### src/hdl/kpi_pkg.sv
// ----------------------------------------------------------------------------
// kpi_pkg
// Shared types for the keyframe position interpolator: channel beats,
// datapath operations, and the command and status bundles between the
// controller and the datapath.
// ----------------------------------------------------------------------------
package kpi_pkg;

  // Input beat: one keyframe append or one time advance.
  typedef struct packed {
    logic               mode;
    logic        [31:0] key_time;
    logic signed [31:0] key_x;
    logic signed [31:0] key_y;
    logic signed [31:0] key_z;
    logic        [31:0] delta_time;
  } in_item_t;

  // Output beat: one interpolated position.
  typedef struct packed {
    logic signed [31:0] pos_x;
    logic signed [31:0] pos_y;
    logic signed [31:0] pos_z;
    logic        [5:0]  segment_index;
    logic        [16:0] blend;
    logic               finished;
    logic               too_few_keys;
  } out_item_t;

  localparam logic MODE_APPEND = 1'b0;

  localparam logic [16:0] BLEND_ONE = 17'h10000;

  // Datapath operations, one per cycle.
  typedef enum logic [3:0] {
    OP_NONE,
    OP_WRITE,
    OP_ADVANCE,
    OP_SRCH,
    OP_PASS,
    OP_ENDPAIR,
    OP_MOD_INIT,
    OP_MOD_STEP,
    OP_MOD_DONE,
    OP_CLAMP,
    OP_CAP0,
    OP_CAP1,
    OP_DIV_STEP,
    OP_MUL,
    OP_ADD,
    OP_EMIT
  } op_t;

  // Key memory read address source.
  typedef enum logic [1:0] {
    RSEL_IDX,
    RSEL_SEG,
    RSEL_SEG1
  } rsel_t;

  typedef struct packed {
    op_t   op;
    rsel_t rsel;
    logic  held;
  } cmd_t;

  typedef struct packed {
    logic few;
    logic ended;
    logic hit;
    logic at_last;
    logic last_step;
    logic need_div;
    logic lane_last;
    logic out_free;
  } sts_t;

endpackage

### src/hdl/kpi_ctrl.sv
// ----------------------------------------------------------------------------
// kpi_ctrl
// Controller: sequences search, wrap, divide and lerp for one time advance,
// and takes keyframe appends without leaving the idle state.
// ----------------------------------------------------------------------------
module kpi_ctrl (
  input  logic          clk,
  input  logic          rst_n,
  input  logic          in_valid,
  input  logic          in_mode,
  output logic          in_stall,
  output kpi_pkg::cmd_t cmd,
  input  kpi_pkg::sts_t sts
);
  import kpi_pkg::*;

  typedef enum logic [3:0] {
    S_IDLE, S_HELD, S_RD, S_CMP, S_PASS, S_CHK, S_MOD, S_MODEND,
    S_CLAMP, S_A, S_B, S_C, S_DIV, S_MUL, S_ADD, S_EMIT
  } state_t;

  state_t state_r, state_nxt;
  logic   second_r, second_nxt;

  assign in_stall = (state_r != S_IDLE);

  // Next state and command decode.
  always_comb begin
    state_nxt  = state_r;
    second_nxt = second_r;
    cmd.op     = OP_NONE;
    cmd.rsel   = RSEL_IDX;
    cmd.held   = 1'b0;
    unique case (state_r)
      S_IDLE: begin
        if (in_valid) begin
          if (in_mode == MODE_APPEND) begin
            cmd.op = OP_WRITE;
          end else if (sts.few || sts.ended) begin
            state_nxt = S_HELD;
          end else begin
            cmd.op     = OP_ADVANCE;
            second_nxt = 1'b0;
            state_nxt  = S_RD;
          end
        end
      end
      S_HELD: begin
        cmd.held = 1'b1;
        if (sts.out_free) begin
          cmd.op    = OP_EMIT;
          state_nxt = S_IDLE;
        end
      end
      S_RD: begin
        state_nxt = S_CMP;
      end
      S_CMP: begin
        cmd.op = OP_SRCH;
        if (sts.hit) begin
          state_nxt = S_A;
        end else if (sts.at_last) begin
          state_nxt = second_r ? S_CLAMP : S_PASS;
        end else begin
          state_nxt = S_RD;
        end
      end
      S_PASS: begin
        cmd.op    = OP_PASS;
        state_nxt = S_CHK;
      end
      S_CHK: begin
        if (sts.ended) begin
          cmd.op    = OP_ENDPAIR;
          state_nxt = S_A;
        end else begin
          cmd.op    = OP_MOD_INIT;
          state_nxt = S_MOD;
        end
      end
      S_MOD: begin
        cmd.op = OP_MOD_STEP;
        if (sts.last_step) begin
          state_nxt = S_MODEND;
        end
      end
      S_MODEND: begin
        cmd.op     = OP_MOD_DONE;
        second_nxt = 1'b1;
        state_nxt  = S_RD;
      end
      S_CLAMP: begin
        cmd.op    = OP_CLAMP;
        state_nxt = S_A;
      end
      S_A: begin
        cmd.rsel  = RSEL_SEG;
        state_nxt = S_B;
      end
      S_B: begin
        cmd.rsel  = RSEL_SEG1;
        cmd.op    = OP_CAP0;
        state_nxt = S_C;
      end
      S_C: begin
        cmd.op    = OP_CAP1;
        state_nxt = sts.need_div ? S_DIV : S_MUL;
      end
      S_DIV: begin
        cmd.op = OP_DIV_STEP;
        if (sts.last_step) begin
          state_nxt = S_MUL;
        end
      end
      S_MUL: begin
        cmd.op    = OP_MUL;
        state_nxt = S_ADD;
      end
      S_ADD: begin
        cmd.op    = OP_ADD;
        state_nxt = sts.lane_last ? S_EMIT : S_MUL;
      end
      S_EMIT: begin
        if (sts.out_free) begin
          cmd.op    = OP_EMIT;
          state_nxt = S_IDLE;
        end
      end
      default: state_nxt = S_IDLE;
    endcase
  end

  // State register.
  always_ff @(posedge clk) begin
    if (!rst_n) begin
      state_r  <= S_IDLE;
      second_r <= 1'b0;
    end else begin
      state_r  <= state_nxt;
      second_r <= second_nxt;
    end
  end

endmodule

### config.mk
export PLATFORM = sky130hd
export DESIGN_NAME = kpi_ctrl
export DESIGN_NICKNAME = d
export VERILOG_FILES = /design/src/hdl/kpi_pkg.sv /design/src/hdl/kpi_ctrl.sv
export SDC_FILE = /design/constraint.sdc
export NUM_CORES = 1
export LEC_CHECK = 0
export BUFFER_PORTS_ARGS = -buffer_cell sky130_fd_sc_hd__buf_2
export CORE_ASPECT_RATIO = 1.2
export CORE_UTILIZATION = 38
export DETAILED_ROUTE_END_ITERATION = 12
export GPL_ROUTABILITY_DRIVEN = 0
export GPL_TIMING_DRIVEN = 0
export PLACE_DENSITY = 0.66
export SYNTH_ARGS = -nofsm -noshare
export SYNTH_HDL_FRONTEND = slang
export SYNTH_SLANG_ARGS = --single-unit
### constraint.sdc
create_clock -name clk -period 2.4 [get_ports clk]
set_clock_uncertainty 0.1 [all_clocks]
set_input_delay 0.36 -clock clk [delete_from_list [all_inputs] [get_ports clk]]
set_output_delay 0.36 -clock clk [all_outputs]
set_load 0.01 [all_outputs]
# Word-level counts from Yosys, hierarchy flattened
# Index checks and enable logic that the tools add are counted.
# W data, S select, Z words.
totals:
  out_inout_bits: 8
  input_bits: 12
  elab_cells: 55
  reg_bits: 5
op_classes:
  mux: 25
  reduce_logical: 7
  n_eq_ne: 21
op_table:
  columns: ["op", "count"]
  rows:
  - ["$pmux W4 S15", 1]
  - ["$pmux W4 S13", 1]
  - ["$mux W4", 10]
  - ["$eq A4 B4 Y1 const B", 8]
  - ["$eq A4 B3 Y1 const B", 4]
  - ["$mux W2", 6]
  - ["$ne A2 B2 Y1 const B", 5]
  - ["$eq A4 B2 Y1 const B", 2]
  - ["$mux W1", 5]
  - ["$reduce_and A5 Y1", 1]
  - ["$eq A4 B1 Y1 const B", 1]
  - ["$logic_not A4 Y1", 1]
  - ["$pmux W2 S2", 1]
  - ["$reduce_and A4 Y1", 1]
  - ["$reduce_bool A4 Y1", 1]
  - ["$ne A2 B1 Y1 const B", 1]
  - ["$pmux W1 S2", 1]
  - ["$reduce_bool A2 Y1", 1]
  - ["$reduce_or A2 Y1", 1]
  - ["$logic_or A1 B1 Y1", 1]

# Longest topological paths before layout
# Gate-level depths: netlist (run 1).
logic_depth:
  word_depth: 5
  ltp_mapped: 6
  depth_no_buf: 5

# Worst setup path before layout (run 1)
# Ideal clock, no wire load.
synth_timing:
  kind: "reg2out"
  from: "register state_r[1]"
  to: "output cmd[4] (netlist name)"
  n_path_buf: 0
  stages_incl_launch_ff: 5
  required_time_ns: 1.940
  path_slack_ns: 0.375
  arrival_ns: 1.565
  cell_sequence: "dfxtp_1 -> or2_4 -> or3_4 -> or3_4 -> o211ai_1"
synth_rtl:
  columns: ["item", "line", "text"]
  rows:
  - ["start, declared", "kpi_ctrl.sv:22", "state_t state_r, state_nxt;"]
  - ["start signal, assigned", "kpi_ctrl.sv:139", "state_r <= state_nxt;"]
  - ["end, declared", "kpi_ctrl.sv:12", "output kpi_pkg::cmd_t cmd,"]

==> results of run 1 <==
[cells in the final DEF (no fill, tap or decap), types with 2 or more instances in the layout]
cell type  count
or3_4          2
a21boi_0       2
dfxtp_1        2
clkbuf_2       4
or2_2          2
a21oi_1        7
nor2b_1        3
nor4b_1        2
a211oi_1       2
nor2_1         6
nor3_1         2
clkbuf_4       4
inv_1          2
dfxtp_2        3
nand3_1        2
buf_2         19
o22ai_1        2
a21o_1         2
o21a_1         6
nand2_1       11
nand2b_1       3
clkbuf_1       2
o31a_1         2
o21ai_0        8
[worst max-delay path, stage by stage (launching register included)]
cell and delay [ps]:
dfxtp_2 350, or2_4 280, or3_4 330, or3_4 360, o211ai_1 170, buf_2 150
[cells by family after synthesis]
family,count (synthesis),share of synthesized area
AND/OR/NAND/NOR,43,0.390
buffers and inverters,8,0.0468
XOR/XNOR,1,0.0136
AO/OA/AOI/OAI,38,0.394
flip-flops,5,0.156
[routing by layer]
metal	wire length, µm	track usage	vias up
met5	0	0	-
met4	0	0.0828	0
met3	54	0.0284	0
met2	946	0.357	16
met1	821	0.329	373
li1	-	-	401
[state kept, by name, summed over array words and instances, names as in the netlist]
name	count
second_r	1
state_r	4
[metrics by stage]
step / hold slack [ps] / cells
global route: 307 / 135
detailed placement: 417 / 131
CTS: 301 / 135
global placement: 408 / 131
finish: 297 / 135
floorplan: 371 / 95
[repair_timing]
action                     in CTS  in global routing
gates resized for setup         3                  9
buffers inserted                0                  0
setup endpoints to repair       2                  3
[power groups by stage]
stage          clock network [W]  logic (W)  registers, W
3_3_place_gp                   0  0.0000935     0.0000923
4_1_cts                 0.000100  0.0000955     0.0000908
5_1_grt                 0.000103   0.000107     0.0000919
2_1_floorplan                  0  0.0000604     0.0000908
6_report               0.0000942  0.0000969     0.0000916
3_5_place_dp                   0  0.0000944     0.0000923
[worst paths after layout]
kind | start | endpoint | slack (ps)
max reg2reg | state_r[1] | second_r | 600
min reg2reg | second_r | second_r | 440
min | rst_n | state_r[1] | 300
max | state_r[1] | cmd[4] | 50
[layout make-up]
type                            count  area (µm²)  area share
Sequential cell                     5         104       0.130
Multi-Input combinational cell     82         512       0.642
Tap cell                           17        21.3      0.0267
Clock buffer                        4        26.3      0.0330
Inverter                            2        7.51     0.00942
Timing Repair Buffer               19        95.1       0.119
Buffer                              6        31.3      0.0392
[synthesized netlist by cell type (2+ instances only)]
master,n,area (µm²)
a211oi_1,2,15.0
a21boi_0,2,15.0
a21o_1,2,15.0
a21oi_1,7,35.0
clkbuf_1,6,22.5
dfxtp_1,5,100
inv_1,2,7.51
nand2_1,11,41.3
nand2b_1,3,18.8
nand3_1,2,10.0
nor2_1,6,22.5
nor2b_1,3,18.8
nor3_1,2,10.0
nor4b_1,2,17.5
o21a_1,6,45.0
o21ai_0,8,40.0
o22ai_1,2,12.5
o31a_1,2,17.5
or2_2,2,12.5
or3_4,2,22.5
==> qor.csv, run 1 <==
metric;value;unit
ant_nets;0;
setup_tns;0;ps
clockPowerShare;0.333;
whs_path_depth;2;
p_seq_frac;0.324;
die_w;39.5;µm
drt_pre_antenna_iters;4;
wl_per_cell;13.5;µm
die_area;1860;µm²
avgSynthCellArea;6.76;µm²
hold_class;input pin to register;
drt_wl_total;1820;µm
final.period_utilization;0.979;
area_growth;24.2;%
crit_path_max_fanout;8;
initial_core_util;0.428;
io_pins;20;
fin_ws;50.2;ps
synth.distinct_cells;38;
core-area;1500;µm²
cap_violations;0;
total_power;0.000283;W
n_fill_cell;164;
cts_root_buffer;clkbuf_4;
syn_area;642;µm²
worstMarginPinSlew;431;ps
intPower;0.000193;W
cts_buffers;3;
die_h;47.0;µm
cts.sinks;5;
drive_gt1_frac;0.305;
powerDensity;355;nW/µm²
cts-htree-levels;1;
required;1940;ps
post_dp_cell_area;758;µm²
maxSlewHeadroom;0.713;
synth_ff_type;dfxtp_1;
cts_buffer_depth;2;
async_flop_share;0;
final_area;797;µm²
ys_seq_elements;5;
fmax;426;MHz
crit_arrival;1890;ps
antenna_found_initial;0;
place_ws;97.5;ps
drc;0;
nets;131;
p_comb_frac;0.343;
finalSetupViolCount;0;
final_core_util;0.531;
r2r.worst_path.cells;5;
ys_seq_area_frac;0.156;
p_switching;0.0000894;W
grt_use_total;0.232;
num_rows;15;
peakVddDrop;0.275;mV
grt_max_degree;11;
dp_hpwl;1370;µm
end_kind;output port;
status;finished clean;
vias_per_cell;5.85;
first_iter_violations;16;
num_antenna_cells;0;
grt_pass1_wl;3000;µm
min_period;2350;ps
cts.clk_slew.worst_paths;40;ps
clk_latency;230;ps
crit_type;register to output port;
tritoncts;yes;
numPortBuffers;19;
grt_overflow;0;
slew_viol_final;0;
p_leak;0.331;nW
synth_edf_count;0;
synth_cells;95;
yosysWarnings;0;
synthesis.nets;107;
switching_share;0.316;
startpoint_type;register;
vias;790;
cts.hold.buffers_added;0;
grt_pass1_vias;669;
rsz0062_at_grt;false;
hold_viol_final;0;
No activity file was read; power rests on OpenSTA's default activity.
==> run 2: changes to the inputs <==
--- a/config.mk
+++ b/config.mk
@@ -8,10 +8,10 @@
 export BUFFER_PORTS_ARGS = -buffer_cell sky130_fd_sc_hd__buf_2
 export CORE_ASPECT_RATIO = 1.2
 export CORE_UTILIZATION = 38
+export CTS_CLUSTER_DIAMETER = 60
 export DETAILED_ROUTE_END_ITERATION = 12
 export GPL_ROUTABILITY_DRIVEN = 0
 export GPL_TIMING_DRIVEN = 0
-export PLACE_DENSITY = 0.66
 export SYNTH_ARGS = -nofsm -noshare
 export SYNTH_HDL_FRONTEND = slang
 export SYNTH_SLANG_ARGS = --single-unit
==> run 2 against run 1 <==
Net effect: routed wire length increased by 5.6%; non-clock buffer count rose by 2; combinational power is 2.7% higher; sequential power decreased by 2%; critical path type unchanged; largest cell class unchanged; largest power group unchanged; highest routed layer is now met4.
==> qor.csv, run 2 (synthesized netlist as in run 1, its figures left out) <==
metric;value;unit
switching_share;0.325;
area_growth;27.3;%
die_area;1860;µm²
drc;0;
initial_core_util;0.428;
cts.hold.buffers_added;0;
tritoncts;yes;
maxSlewHeadroom;0.671;
slowest_delay;380;ps
grt_pass1_wl;2880;µm
ant_nets;0;
grt_pass1_vias;657;
io_pins;20;
crit_chain;or2_4 -> or3_4 -> or3_4 -> o211ai_1 -> buf_2;
cts.sinks;5;
slew_viol_final;0;
crit_slowest_cell;or3_4;
finalSetupViolCount;0;
drt_pre_antenna_iters;4;
cts_root_buffer;clkbuf_4;
intPower;0.000194;W
vias;820;
hold_ws;285;ps
cts_buffer_depth;2;
startpoint_type;register;
crit_arrival;1870;ps
worstMarginPinSlew;487;ps
crit_type;register to output port;
dp_hpwl;1380;µm
wl_per_cell;14.0;µm
cp_num_buf_inv;1;
rsz0062_at_grt;false;
vias_per_cell;5.99;
hold_class;input pin to register;
first_iter_violations;11;
reg.largest.list;state_r: 4 flops, second_r: 1 flops;
antenna_found_initial;0;
cap_violations;0;
fmax;429;MHz
setup_tns;0;ps
p_leak;0.342;nW
crit_path_max_fanout;8;
grt_max_degree;11;
die_w;39.5;µm
grt_use_total;0.231;
numPortBuffers;19;
top_register;state_r;
cts-htree-levels;1;
die_h;47.0;µm
drive_gt1_frac;0.317;
p_switching;0.0000933;W
final_cell_mix;buf_2 (19), nand2_1 (11), o21ai_0 (8);
p_seq_frac;0.314;
crit_top_cell;or3_4;
num_rows;15;
status;finished clean;
end_kind;output port;
drt_wl_total;1920;µm
final_common_cell;buf_2;
cts_buffers;3;
final.period_utilization;0.971;
num_antenna_cells;0;
largest_reg_flops;4;
clockPowerShare;0.340;
hold_viol_final;0;
peakVddDrop;0.222;mV
clk_latency;240;ps
crit_family;simple AND/OR/NAND/NOR gates;
nets;133;
cts.clk_slew.worst_paths;40;ps
p_comb_frac;0.347;
required;1940;ps
core-area;1500;µm²
powerDensity;351;nW/µm²
grt_overflow;0;
min_period;2330;ps
-- run 2: worst paths after layout --
| check | start | to | slack (ps) | depth (start not counted) |
|---|---|---|---|---|
| worst max-delay path | state_r[2] | cmd[4] | 70 | 5 |
| worst min-delay path | rst_n | state_r[2] | 290 | 2 |
| worst max register to register | state_r[2] | second_r | 470 | 6 |
| worst min register to register | second_r | second_r | 410 | 2 |
-- run 2: per-stage QoR --
stage / setup slack (ps) / total power [W] / std cells / cell area, µm² / util
floorplan: 375 / 0.000151 / 95 / 642 / -
global placement: 110 / 0.000186 / 131 / 758 / 0.505
detailed placement: 121 / 0.000186 / 131 / 758 / 0.505
CTS: 4.78 / 0.000290 / 135 / 790 / 0.526
global route: 14.6 / 0.000306 / 137 / 817 / 0.544
finish: 68.6 / 0.000287 / 137 / 817 / 0.544
-- run 2: timing repair --
item / 4_1_cts / 5_1_grt
resized for setup: 4 / 10
endpoints found under the setup margin: 2 / 3
pin swaps: 0 / 3
buffers inserted: 0 / 2
gates cloned: 0 / 0
-- run 2: layout make-up --
class	count	area [µm²]
fillers	177	684
multi-input cells	82	512
repair buffers	21	110
flip-flops and latches	5	109
plain buffers	6	31.3
clock buffers	4	26.3
well taps	17	21.3
inverters	2	7.51
-- run 2: layer usage --
metal  vias to the layer above  share of wire  global-route usage
li1                        403              -                   -
met1                       378           0.45               0.288
met2                        34           0.48               0.380
met3                         5          0.045              0.0142
met4                         0          0.024               0.145
met5                         -              0                   0
-- run 2: power by group through the flow --
stage / registers [W] / logic (W) / clock network, W
5_1_grt: 0.0000906 / 0.000110 / 0.000105
3_5_place_dp: 0.0000925 / 0.0000939 / 0
3_3_place_gp: 0.0000925 / 0.0000939 / 0
6_report: 0.0000900 / 0.0000995 / 0.0000975
2_1_floorplan: 0.0000908 / 0.0000604 / 0
4_1_cts: 0.0000912 / 0.0000953 / 0.000103
